===== src/ptt_pkg.sv =====
// Package for the periodic task timer table: payload types, codes and control structs.
`timescale 1ns / 1ps

package ptt_pkg;

   // Default number of timer slots
   localparam int NUM_TASKS_DEFAULT = 8;

   // Slots reported in each result mask
   localparam int MASK_W = 8;

   // Counter and field widths
   localparam int COUNT_W = 32;
   localparam int ID_W    = 3;

   // Request kinds
   typedef enum logic [1:0] {
      KIND_TICK     = 2'd0,
      KIND_SET      = 2'd1,
      KIND_UNSET    = 2'd2,
      KIND_DISPATCH = 2'd3
   } kind_type;

   // Request payload
   typedef struct packed {
      kind_type             kind;
      logic [ID_W-1:0]      task_id;
      logic [COUNT_W-1:0]   repeat_count;
      logic [COUNT_W-1:0]   period_ticks;
   } req_type;

   // Response payload
   typedef struct packed {
      logic [MASK_W-1:0] pending_mask;
      logic [MASK_W-1:0] active_mask;
   } rsp_type;

   // Commands from controller to datapath
   typedef struct packed {
      logic capture;    // latch the request, restart slot walk
      logic apply;      // perform set or unset on the latched slot
      logic tick_step;  // process one slot of a tick, advance walk
      logic finish;     // load the response register
   } ptt_cmd_type;

   // Status from datapath to controller
   typedef struct packed {
      logic last_slot;  // slot walk is on the final slot
      logic rsp_free;   // response register can take a new result
   } ptt_sts_type;

endpackage


===== src/ptt_ctrl.sv =====
// Controller state machine for the periodic task timer table.
`timescale 1ns / 1ps

module ptt_ctrl import ptt_pkg::*; (
   input  logic        clock,
   input  logic        reset,
   input  logic        req_valid,
   input  kind_type    req_kind,
   output logic        req_ready,
   input  ptt_sts_type sts,
   output ptt_cmd_type cmd
);

   typedef enum logic [3:0] {
      ST_IDLE   = 4'b0001,
      ST_APPLY  = 4'b0010,
      ST_TICK   = 4'b0100,
      ST_FINISH = 4'b1000
   } state_type;

   state_type state_ff, state_in;

   // Next state and command decode
   always_comb begin
      state_in  = state_ff;
      cmd       = '0;
      req_ready = 1'b0;
      unique case (state_ff)
         ST_IDLE: begin
            req_ready = 1'b1;
            if (req_valid) begin
               cmd.capture = 1'b1;
               unique case (req_kind)
                  KIND_TICK:     state_in = ST_TICK;
                  KIND_SET:      state_in = ST_APPLY;
                  KIND_UNSET:    state_in = ST_APPLY;
                  KIND_DISPATCH: state_in = ST_FINISH;
                  default:       state_in = ST_FINISH;
               endcase
            end
         end
         ST_APPLY: begin
            cmd.apply = 1'b1;
            state_in  = ST_FINISH;
         end
         ST_TICK: begin
            cmd.tick_step = 1'b1;
            if (sts.last_slot) begin
               state_in = ST_FINISH;
            end
         end
         ST_FINISH: begin
            if (sts.rsp_free) begin
               cmd.finish = 1'b1;
               state_in   = ST_IDLE;
            end
         end
         default: state_in = ST_IDLE;
      endcase
   end

   // State register
   always_ff @(posedge clock) begin
      if (reset) begin
         state_ff <= ST_IDLE;
      end else begin
         state_ff <= state_in;
      end
   end

   // A result is only loaded when the response register has room
   a_finish_room: assert property (@(posedge clock) disable iff (reset)
      cmd.finish |-> sts.rsp_free)
      else $error("result loaded into a full response register");

endmodule


===== src/ptt_datapath.sv =====
// Datapath for the periodic task timer table: slot state, slot walk and response register.
`timescale 1ns / 1ps

module ptt_datapath import ptt_pkg::*; #(
   parameter int NUM_TASKS = NUM_TASKS_DEFAULT
) (
   input  logic        clock,
   input  logic        reset,
   input  req_type     req_data,
   input  ptt_cmd_type cmd,
   output ptt_sts_type sts,
   output logic        rsp_valid,
   input  logic        rsp_ready,
   output rsp_type     rsp_data
);

   localparam int SLOT_W = (NUM_TASKS > 1) ? $clog2(NUM_TASKS) : 1;

   // Latched request and slot walk
   req_type            item_ff;
   logic [SLOT_W-1:0]  slot_ff;

   // Per-slot flags (reset) and counters (no reset, only read while active)
   logic [NUM_TASKS-1:0] active_ff;
   logic [NUM_TASKS-1:0] pending_ff;
   logic [COUNT_W-1:0]   ticks_ff  [NUM_TASKS];
   logic [COUNT_W-1:0]   reload_ff [NUM_TASKS];
   logic [COUNT_W-1:0]   limit_ff  [NUM_TASKS];
   logic [COUNT_W-1:0]   done_ff   [NUM_TASKS];

   // Response register
   logic    rsp_valid_ff;
   rsp_type rsp_data_ff;

   logic [SLOT_W-1:0]  set_idx;
   logic               id_ok;
   logic [COUNT_W-1:0] period_eff;
   logic [COUNT_W-1:0] cur_ticks;
   logic [COUNT_W-1:0] cur_reload;
   logic [COUNT_W-1:0] cur_limit;
   logic [COUNT_W-1:0] cur_done;
   logic [COUNT_W-1:0] done_inc;
   logic               tick_live;
   logic               count_on;
   logic               last_fire;
   logic [MASK_W-1:0]  pend_mask;
   logic [MASK_W-1:0]  act_mask;

   // Set/unset addressing, out-of-range slots are left alone
   assign id_ok      = (32'(item_ff.task_id) < 32'(NUM_TASKS));
   assign set_idx    = SLOT_W'(item_ff.task_id);
   assign period_eff = (item_ff.period_ticks == '0) ? COUNT_W'(1) : item_ff.period_ticks;

   // Current slot of the tick walk
   assign cur_ticks  = ticks_ff[slot_ff];
   assign cur_reload = reload_ff[slot_ff];
   assign cur_limit  = limit_ff[slot_ff];
   assign cur_done   = done_ff[slot_ff];
   assign done_inc   = cur_done + COUNT_W'(1);
   assign tick_live  = active_ff[slot_ff] && !pending_ff[slot_ff];
   assign count_on   = (cur_ticks > COUNT_W'(1));
   assign last_fire  = (cur_limit != '0) && (done_inc >= cur_limit);

   // Masks cover the low slots only
   for (genvar g = 0; g < MASK_W; g++) begin : g_mask
      if (g < NUM_TASKS) begin : g_used
         assign pend_mask[g] = pending_ff[g];
         assign act_mask[g]  = active_ff[g];
      end else begin : g_unused
         assign pend_mask[g] = 1'b0;
         assign act_mask[g]  = 1'b0;
      end
   end

   // Status to controller
   assign sts.last_slot = (slot_ff == SLOT_W'(NUM_TASKS - 1));
   assign sts.rsp_free  = !rsp_valid_ff || rsp_ready;

   // Control state: walk counter, flags, response valid
   always_ff @(posedge clock) begin
      if (reset) begin
         slot_ff      <= '0;
         active_ff    <= '0;
         pending_ff   <= '0;
         rsp_valid_ff <= 1'b0;
      end else begin
         if (cmd.capture) begin
            slot_ff <= '0;
         end else if (cmd.tick_step) begin
            slot_ff <= slot_ff + SLOT_W'(1);
         end

         if (cmd.apply && id_ok) begin
            if (item_ff.kind == KIND_SET) begin
               active_ff[set_idx]  <= 1'b1;
               pending_ff[set_idx] <= 1'b0;
            end else begin
               active_ff[set_idx]  <= 1'b0;
               pending_ff[set_idx] <= 1'b0;
            end
         end

         // Slot fires: mark pending, drop out on the last fire
         if (cmd.tick_step && tick_live && !count_on) begin
            pending_ff[slot_ff] <= 1'b1;
            if (last_fire) begin
               active_ff[slot_ff] <= 1'b0;
            end
         end

         // Dispatch reports the old pending set and clears it
         if (cmd.finish && item_ff.kind == KIND_DISPATCH) begin
            pending_ff <= '0;
         end

         if (cmd.finish) begin
            rsp_valid_ff <= 1'b1;
         end else if (rsp_ready) begin
            rsp_valid_ff <= 1'b0;
         end
      end
   end

   // Payload: latched request, slot counters, response data
   always_ff @(posedge clock) begin
      if (cmd.capture) begin
         item_ff <= req_data;
      end

      if (cmd.apply && id_ok) begin
         if (item_ff.kind == KIND_SET) begin
            ticks_ff[set_idx]  <= period_eff;
            reload_ff[set_idx] <= period_eff;
            limit_ff[set_idx]  <= item_ff.repeat_count;
            done_ff[set_idx]   <= '0;
         end else begin
            ticks_ff[set_idx]  <= '0;
            reload_ff[set_idx] <= '0;
            limit_ff[set_idx]  <= '0;
            done_ff[set_idx]   <= '0;
         end
      end

      if (cmd.tick_step && tick_live) begin
         if (count_on) begin
            ticks_ff[slot_ff] <= cur_ticks - COUNT_W'(1);
         end else if (last_fire) begin
            ticks_ff[slot_ff]  <= '0;
            reload_ff[slot_ff] <= '0;
            limit_ff[slot_ff]  <= '0;
            done_ff[slot_ff]   <= '0;
         end else begin
            ticks_ff[slot_ff] <= cur_reload;
            if (cur_limit != '0) begin
               done_ff[slot_ff] <= done_inc;
            end
         end
      end

      if (cmd.finish) begin
         rsp_data_ff.pending_mask <= pend_mask;
         rsp_data_ff.active_mask  <= act_mask;
      end
   end

   assign rsp_valid = rsp_valid_ff;
   assign rsp_data  = rsp_data_ff;

   // A loaded result is offered in the next cycle
   a_finish_valid: assert property (@(posedge clock) disable iff (reset)
      cmd.finish |=> rsp_valid_ff)
      else $error("loaded result not offered");

   // Dispatch leaves no pending slot behind
   a_dispatch_clear: assert property (@(posedge clock) disable iff (reset)
      (cmd.finish && item_ff.kind == KIND_DISPATCH) |=> (pending_ff == '0))
      else $error("pending slots survive a dispatch");

endmodule


===== src/periodic_task_timer_table.sv =====
// Top level of the periodic task timer table: controller and datapath.
//
//   channel | direction | handshake           | payload
//   req     | in        | req_valid/req_ready | req_data  (req_type)
//   rsp     | out       | rsp_valid/rsp_ready | rsp_data  (rsp_type)
//
// One request is worked on at a time. A tick walks the slots one per cycle
// through a single counter update unit, then loads its result before the next
// request is taken. Set and unset pass through an apply state first; dispatch loads directly.
// The response register lets a new request transfer while a result waits;
// a stalled response holds the block only at the point of loading the next one.
// Synchronous active-high reset clears all slot flags and the controller.
`timescale 1ns / 1ps

module periodic_task_timer_table import ptt_pkg::*; #(
   parameter int NUM_TASKS = NUM_TASKS_DEFAULT
) (
   input  logic    clock,
   input  logic    reset,
   input  logic    req_valid,
   output logic    req_ready,
   input  req_type req_data,
   output logic    rsp_valid,
   input  logic    rsp_ready,
   output rsp_type rsp_data
);

   ptt_cmd_type cmd;
   ptt_sts_type sts;

   // Sequencer
   ptt_ctrl u_ctrl (
      .clock     (clock),
      .reset     (reset),
      .req_valid (req_valid),
      .req_kind  (req_data.kind),
      .req_ready (req_ready),
      .sts       (sts),
      .cmd       (cmd)
   );

   // Slot state and response register
   ptt_datapath #(
      .NUM_TASKS (NUM_TASKS)
   ) u_datapath (
      .clock     (clock),
      .reset     (reset),
      .req_data  (req_data),
      .cmd       (cmd),
      .sts       (sts),
      .rsp_valid (rsp_valid),
      .rsp_ready (rsp_ready),
      .rsp_data  (rsp_data)
   );

endmodule


===== config.mk =====
export PLATFORM = sky130hd
export DESIGN_NAME = periodic_task_timer_table
export DESIGN_NICKNAME = d
export VERILOG_FILES = /design/src/ptt_pkg.sv /design/src/ptt_ctrl.sv /design/src/ptt_datapath.sv /design/src/periodic_task_timer_table.sv
export SDC_FILE = /design/constraint.sdc
export NUM_CORES = 1
export LEC_CHECK = 0
export BUFFER_PORTS_ARGS = -buffer_cell sky130_fd_sc_hd__buf_2
export CORE_MARGIN = 2
export CORE_UTILIZATION = 63
export DETAILED_ROUTE_END_ITERATION = 7
export PLACE_DENSITY = 0.89
export REMOVE_ABC_BUFFERS = 1
export SYNTH_ARGS = -nofsm -noshare
export SYNTH_HDL_FRONTEND = slang
export SYNTH_SLANG_ARGS = --single-unit

===== constraint.sdc =====
create_clock -name clock -period 12 [get_ports clock]
set_input_delay 0 -clock clock [delete_from_list [all_inputs] [get_ports clock]]
set_output_delay 0 -clock clock [all_outputs]
set_load 0.03 [all_outputs]

==> results.ini <==
[synthesis]
synthArstFlopShare_pct = 0
ys_ff_latch = 1136
syn_avg_cell_area_um2 = 18.62
ys_warn_count = 0
synth_area_um2 = 47490
synth_edf_count = 1109
synth-main-ff-cell = edfxtp_1
synth.distinct_cells = 81
netlist_instances = 2550
ys_seq_area_share_pct = 71.26

[sta]
slew_headroom_pct = 20.20
setup_viol = 0
worst_pin_slew_ns = 1.197
rsz0062_at_grt = false
min_period_ns = 8.719
setup_tns_ns = 0
finalHoldViolations = 0
max_freq_mhz = 114.7
layout_setup_ws_ns = 3.281
skew_ns = 0.03634
period_share_pct = 72.66
maxSlewViolCount = 0
holdWs_ns = 0.01603

[cells_and_area]
final_core_util_pct = 71.60
multi_input_area_um2 = 13110
regArea_um2 = 33850
layout_commonest_cell = edfxtp_1
final_cell_mix = edfxtp_1, mux4_2, mux2i_1
fill_cells = 4164
nNetsFinal = 2858
layout-drive-gt1-share_pct = 20.84
areaGrowthSynthToFinish_pct = 12.42
design_area_um2 = 53390

[clocking]
clk_latency_ns = 0.70
numCtsBuffers = 107
cts_tree = yes
cts-root-buf = clkbuf_16
clock_path_buffers = 3
cts.sinks = 1136
path_clk_slew_ns = 0.06
htree_levels = 3

[setup_path]
slowest_stage = o21ai_4
r2r_slack_ns = 3.28
critical-path-max-stage-delay_ns = 1.09
setup.worst_path.end = u_datapath.limit_ff[2][27]
worstPathMaxFanout = 53
cp-end-kind = register
required_ns = 12.31
start_kind = register
cp_common_cell = buf_4
path_class = reg2reg
reg2regPathDepth = 13
crit_arrival_ns = 9.03
path_cells = buf_4 > buf_4 > buf_4 > mux4_1 > mux2_2 > a211oi_1 > and4b_1 > and3_1 > and4_1 > buf_4 > nand2_1 > o21ai_4 > buf_4
r2r_end = u_datapath.limit_ff[2][27]

[grt]
gr-total-overflow = 0
antenna_found_initial = 1
first_global_vias = 27680
grt_pass1_wl_um = 180600
grt_start_max_net_pins = 99
grtUsageTotal_pct = 31.86

[pwr]
p_sw_uw = 1681
power_density_nw_per_um2 = 151.8
p_int_uw = 6426
switching_share_pct = 20.74
p_leak_uw = 0.01653
peakVddDrop_v = 0.0001592
comb_power_share_pct = 2.9
clock_power_share_pct = 42.2
pwr-share-seq_pct = 55.0

[drt]
drc = 0
vias = 27050
antenna_left = 0
postRouteWirelength_um = 122300
via_per_inst = 7.105
dr.pass1.iters = 6
wl_per_cell_um = 32.12
drtIter0Drc = 3947

[worst_hold_path]
hp-class = in2reg

[floorplanning]
die-area_um2 = 77600
die_y_um = 278.6
die_w_um = 278.6
start_util_pct = 63.69
core-area_um2 = 74570
ios = 91
rows = 100

[place]
numPortBuffers = 90
gp_congestion = 0.9197
place_ws_ns = 3.393
placed_area_um2 = 49100
place_hpwl_um = 69760

[outcome]
outcome = finished clean

[run]
maxCapViolCount = 0

[worst min path at each step]
stage / startpoint / endpoint / slack (ns) / cells past startpoint
floorplan: reset / u_ctrl.state_ff[3] / 0.07 / 1
global route: req_data[22] / u_datapath.item_ff[22] / 0.03 / 2
detailed placement: req_data[13] / u_datapath.item_ff[13] / 0.18 / 1
finish: req_data[9] / u_datapath.item_ff[9] / 0.02 / 2
CTS: req_data[9] / u_datapath.item_ff[9] / 0.0006 / 2
global placement: req_data[25] / u_datapath.item_ff[25] / 0.18 / 1
[per-stage QoR]
| stage | power [uW] | std cells |
|---|---|---|
| 2_1_floorplan | 4643 | 2418 |
| 6_report | 8107 | 3807 |
| 3_3_place_gp | 4727 | 3531 |
| 3_5_place_dp | 4744 | 3531 |
| 4_1_cts | 8101 | 3805 |
| 5_1_grt | 8269 | 3805 |
[cell type report]
cell class / count / share of cell area [%]
diodes: 2 / 0.009374
well taps: 969 / 2.271
repair buffers: 219 / 3.032
clock buffers: 126 / 5.149
multi-input cells: 1268 / 24.56
flip-flops and latches: 1136 / 63.41
inverters: 14 / 0.1031
clock inverters: 73 / 1.469
[power groups by stage]
stage | Combinational [uW] | Clock, uW | Sequential (uW)
floorplan | 118 | 0 | 4530
global placement | 190 | 0 | 4540
detailed placement | 204 | 0 | 4540
CTS | 228 | 3420 | 4460
global route | 251 | 3560 | 4460
finish | 232 | 3420 | 4460
[metal layers]
| metal | vias to the layer above | GRT usage, % | wire (um) |
|---|---|---|---|
| li1 | 10880 | - | - |
| met4 | 0 | 15.59 | 6659 |
| met3 | 420 | 6.229 | 13180 |
| met2 | 2120 | 52.79 | 60910 |
| met5 | - | 0 | 0 |
| met1 | 13630 | 40.96 | 41540 |
[repair_timing]
action,4_1_cts,5_1_grt
hold buffers,75,0
endpoints found under the hold margin,110,0
gates resized for setup,0,0
buffers inserted,0,0
[cells in the mapped netlist (10+ instances only)]
| master | n | area share [%] |
|---|---|---|
| a21oi_1 | 35 | 0.37 |
| o211ai_1 | 16 | 0.25 |
| ha_1 | 39 | 1.0 |
| and2_1 | 71 | 0.94 |
| inv_1 | 13 | 0.10 |
| edfxtp_1 | 1109 | 70 |
| xor2_1 | 26 | 0.48 |
| buf_2 | 32 | 0.34 |
| nor3_1 | 43 | 0.45 |
| nor2b_1 | 16 | 0.21 |
| o21ai_0 | 41 | 0.43 |
| or4_1 | 14 | 0.22 |
| buf_4 | 19 | 0.30 |
| clkbuf_1 | 52 | 0.41 |
| mux4_1 | 21 | 1.2 |
| o21ai_1 | 23 | 0.24 |
| nor4_1 | 30 | 0.40 |
| nand4_1 | 18 | 0.24 |
| a22oi_1 | 16 | 0.25 |
| mux4_2 | 224 | 11 |
| mux2i_1 | 165 | 3.5 |
| and4_1 | 30 | 0.55 |
| or3_1 | 15 | 0.20 |
| nand2b_1 | 27 | 0.36 |
| nand2_1 | 105 | 0.83 |
| nor2_1 | 73 | 0.58 |
| xnor2_1 | 25 | 0.46 |
| nand3_1 | 37 | 0.39 |
| buf_1 | 14 | 0.11 |
| nand3b_1 | 10 | 0.16 |
| dfxtp_1 | 27 | 1.1 |
[worst max-delay path: cells and delay by family (launching register included)]
kind | cells | cell delay [ns]
buffers and inverters | 5 | 3.21
AND/OR/NAND/NOR | 4 | 1.54
AO/OA/AOI/OAI | 2 | 1.39
multiplexers | 2 | 0.97
flip-flops | 1 | 0.95
[sequential cells by signal, summed over array words and instances (netlist names), 4 cells and up, named ones only]
signal,flops
u_datapath.item_ff,66
u_datapath.act_mask,8
u_datapath.ticks_ff,256
u_datapath.reload_ff,256
u_datapath.rsp_data,16
u_datapath.pend_mask,8
u_datapath.limit_ff,256
u_datapath.done_ff,256
u_ctrl.state_ff,4
[logic make-up after synthesis]
kind of cell | synth area share, %
AO/OA/AOI/OAI | 3.154
XOR/XNOR | 0.9405
adder cells (fa/ha/maj) | 1.027
buffers and inverters | 1.773
flip-flops | 71.26
multiplexers | 15.40
AND/OR/NAND/NOR | 6.442
Note: power is estimated with default switching activity, not from simulation.
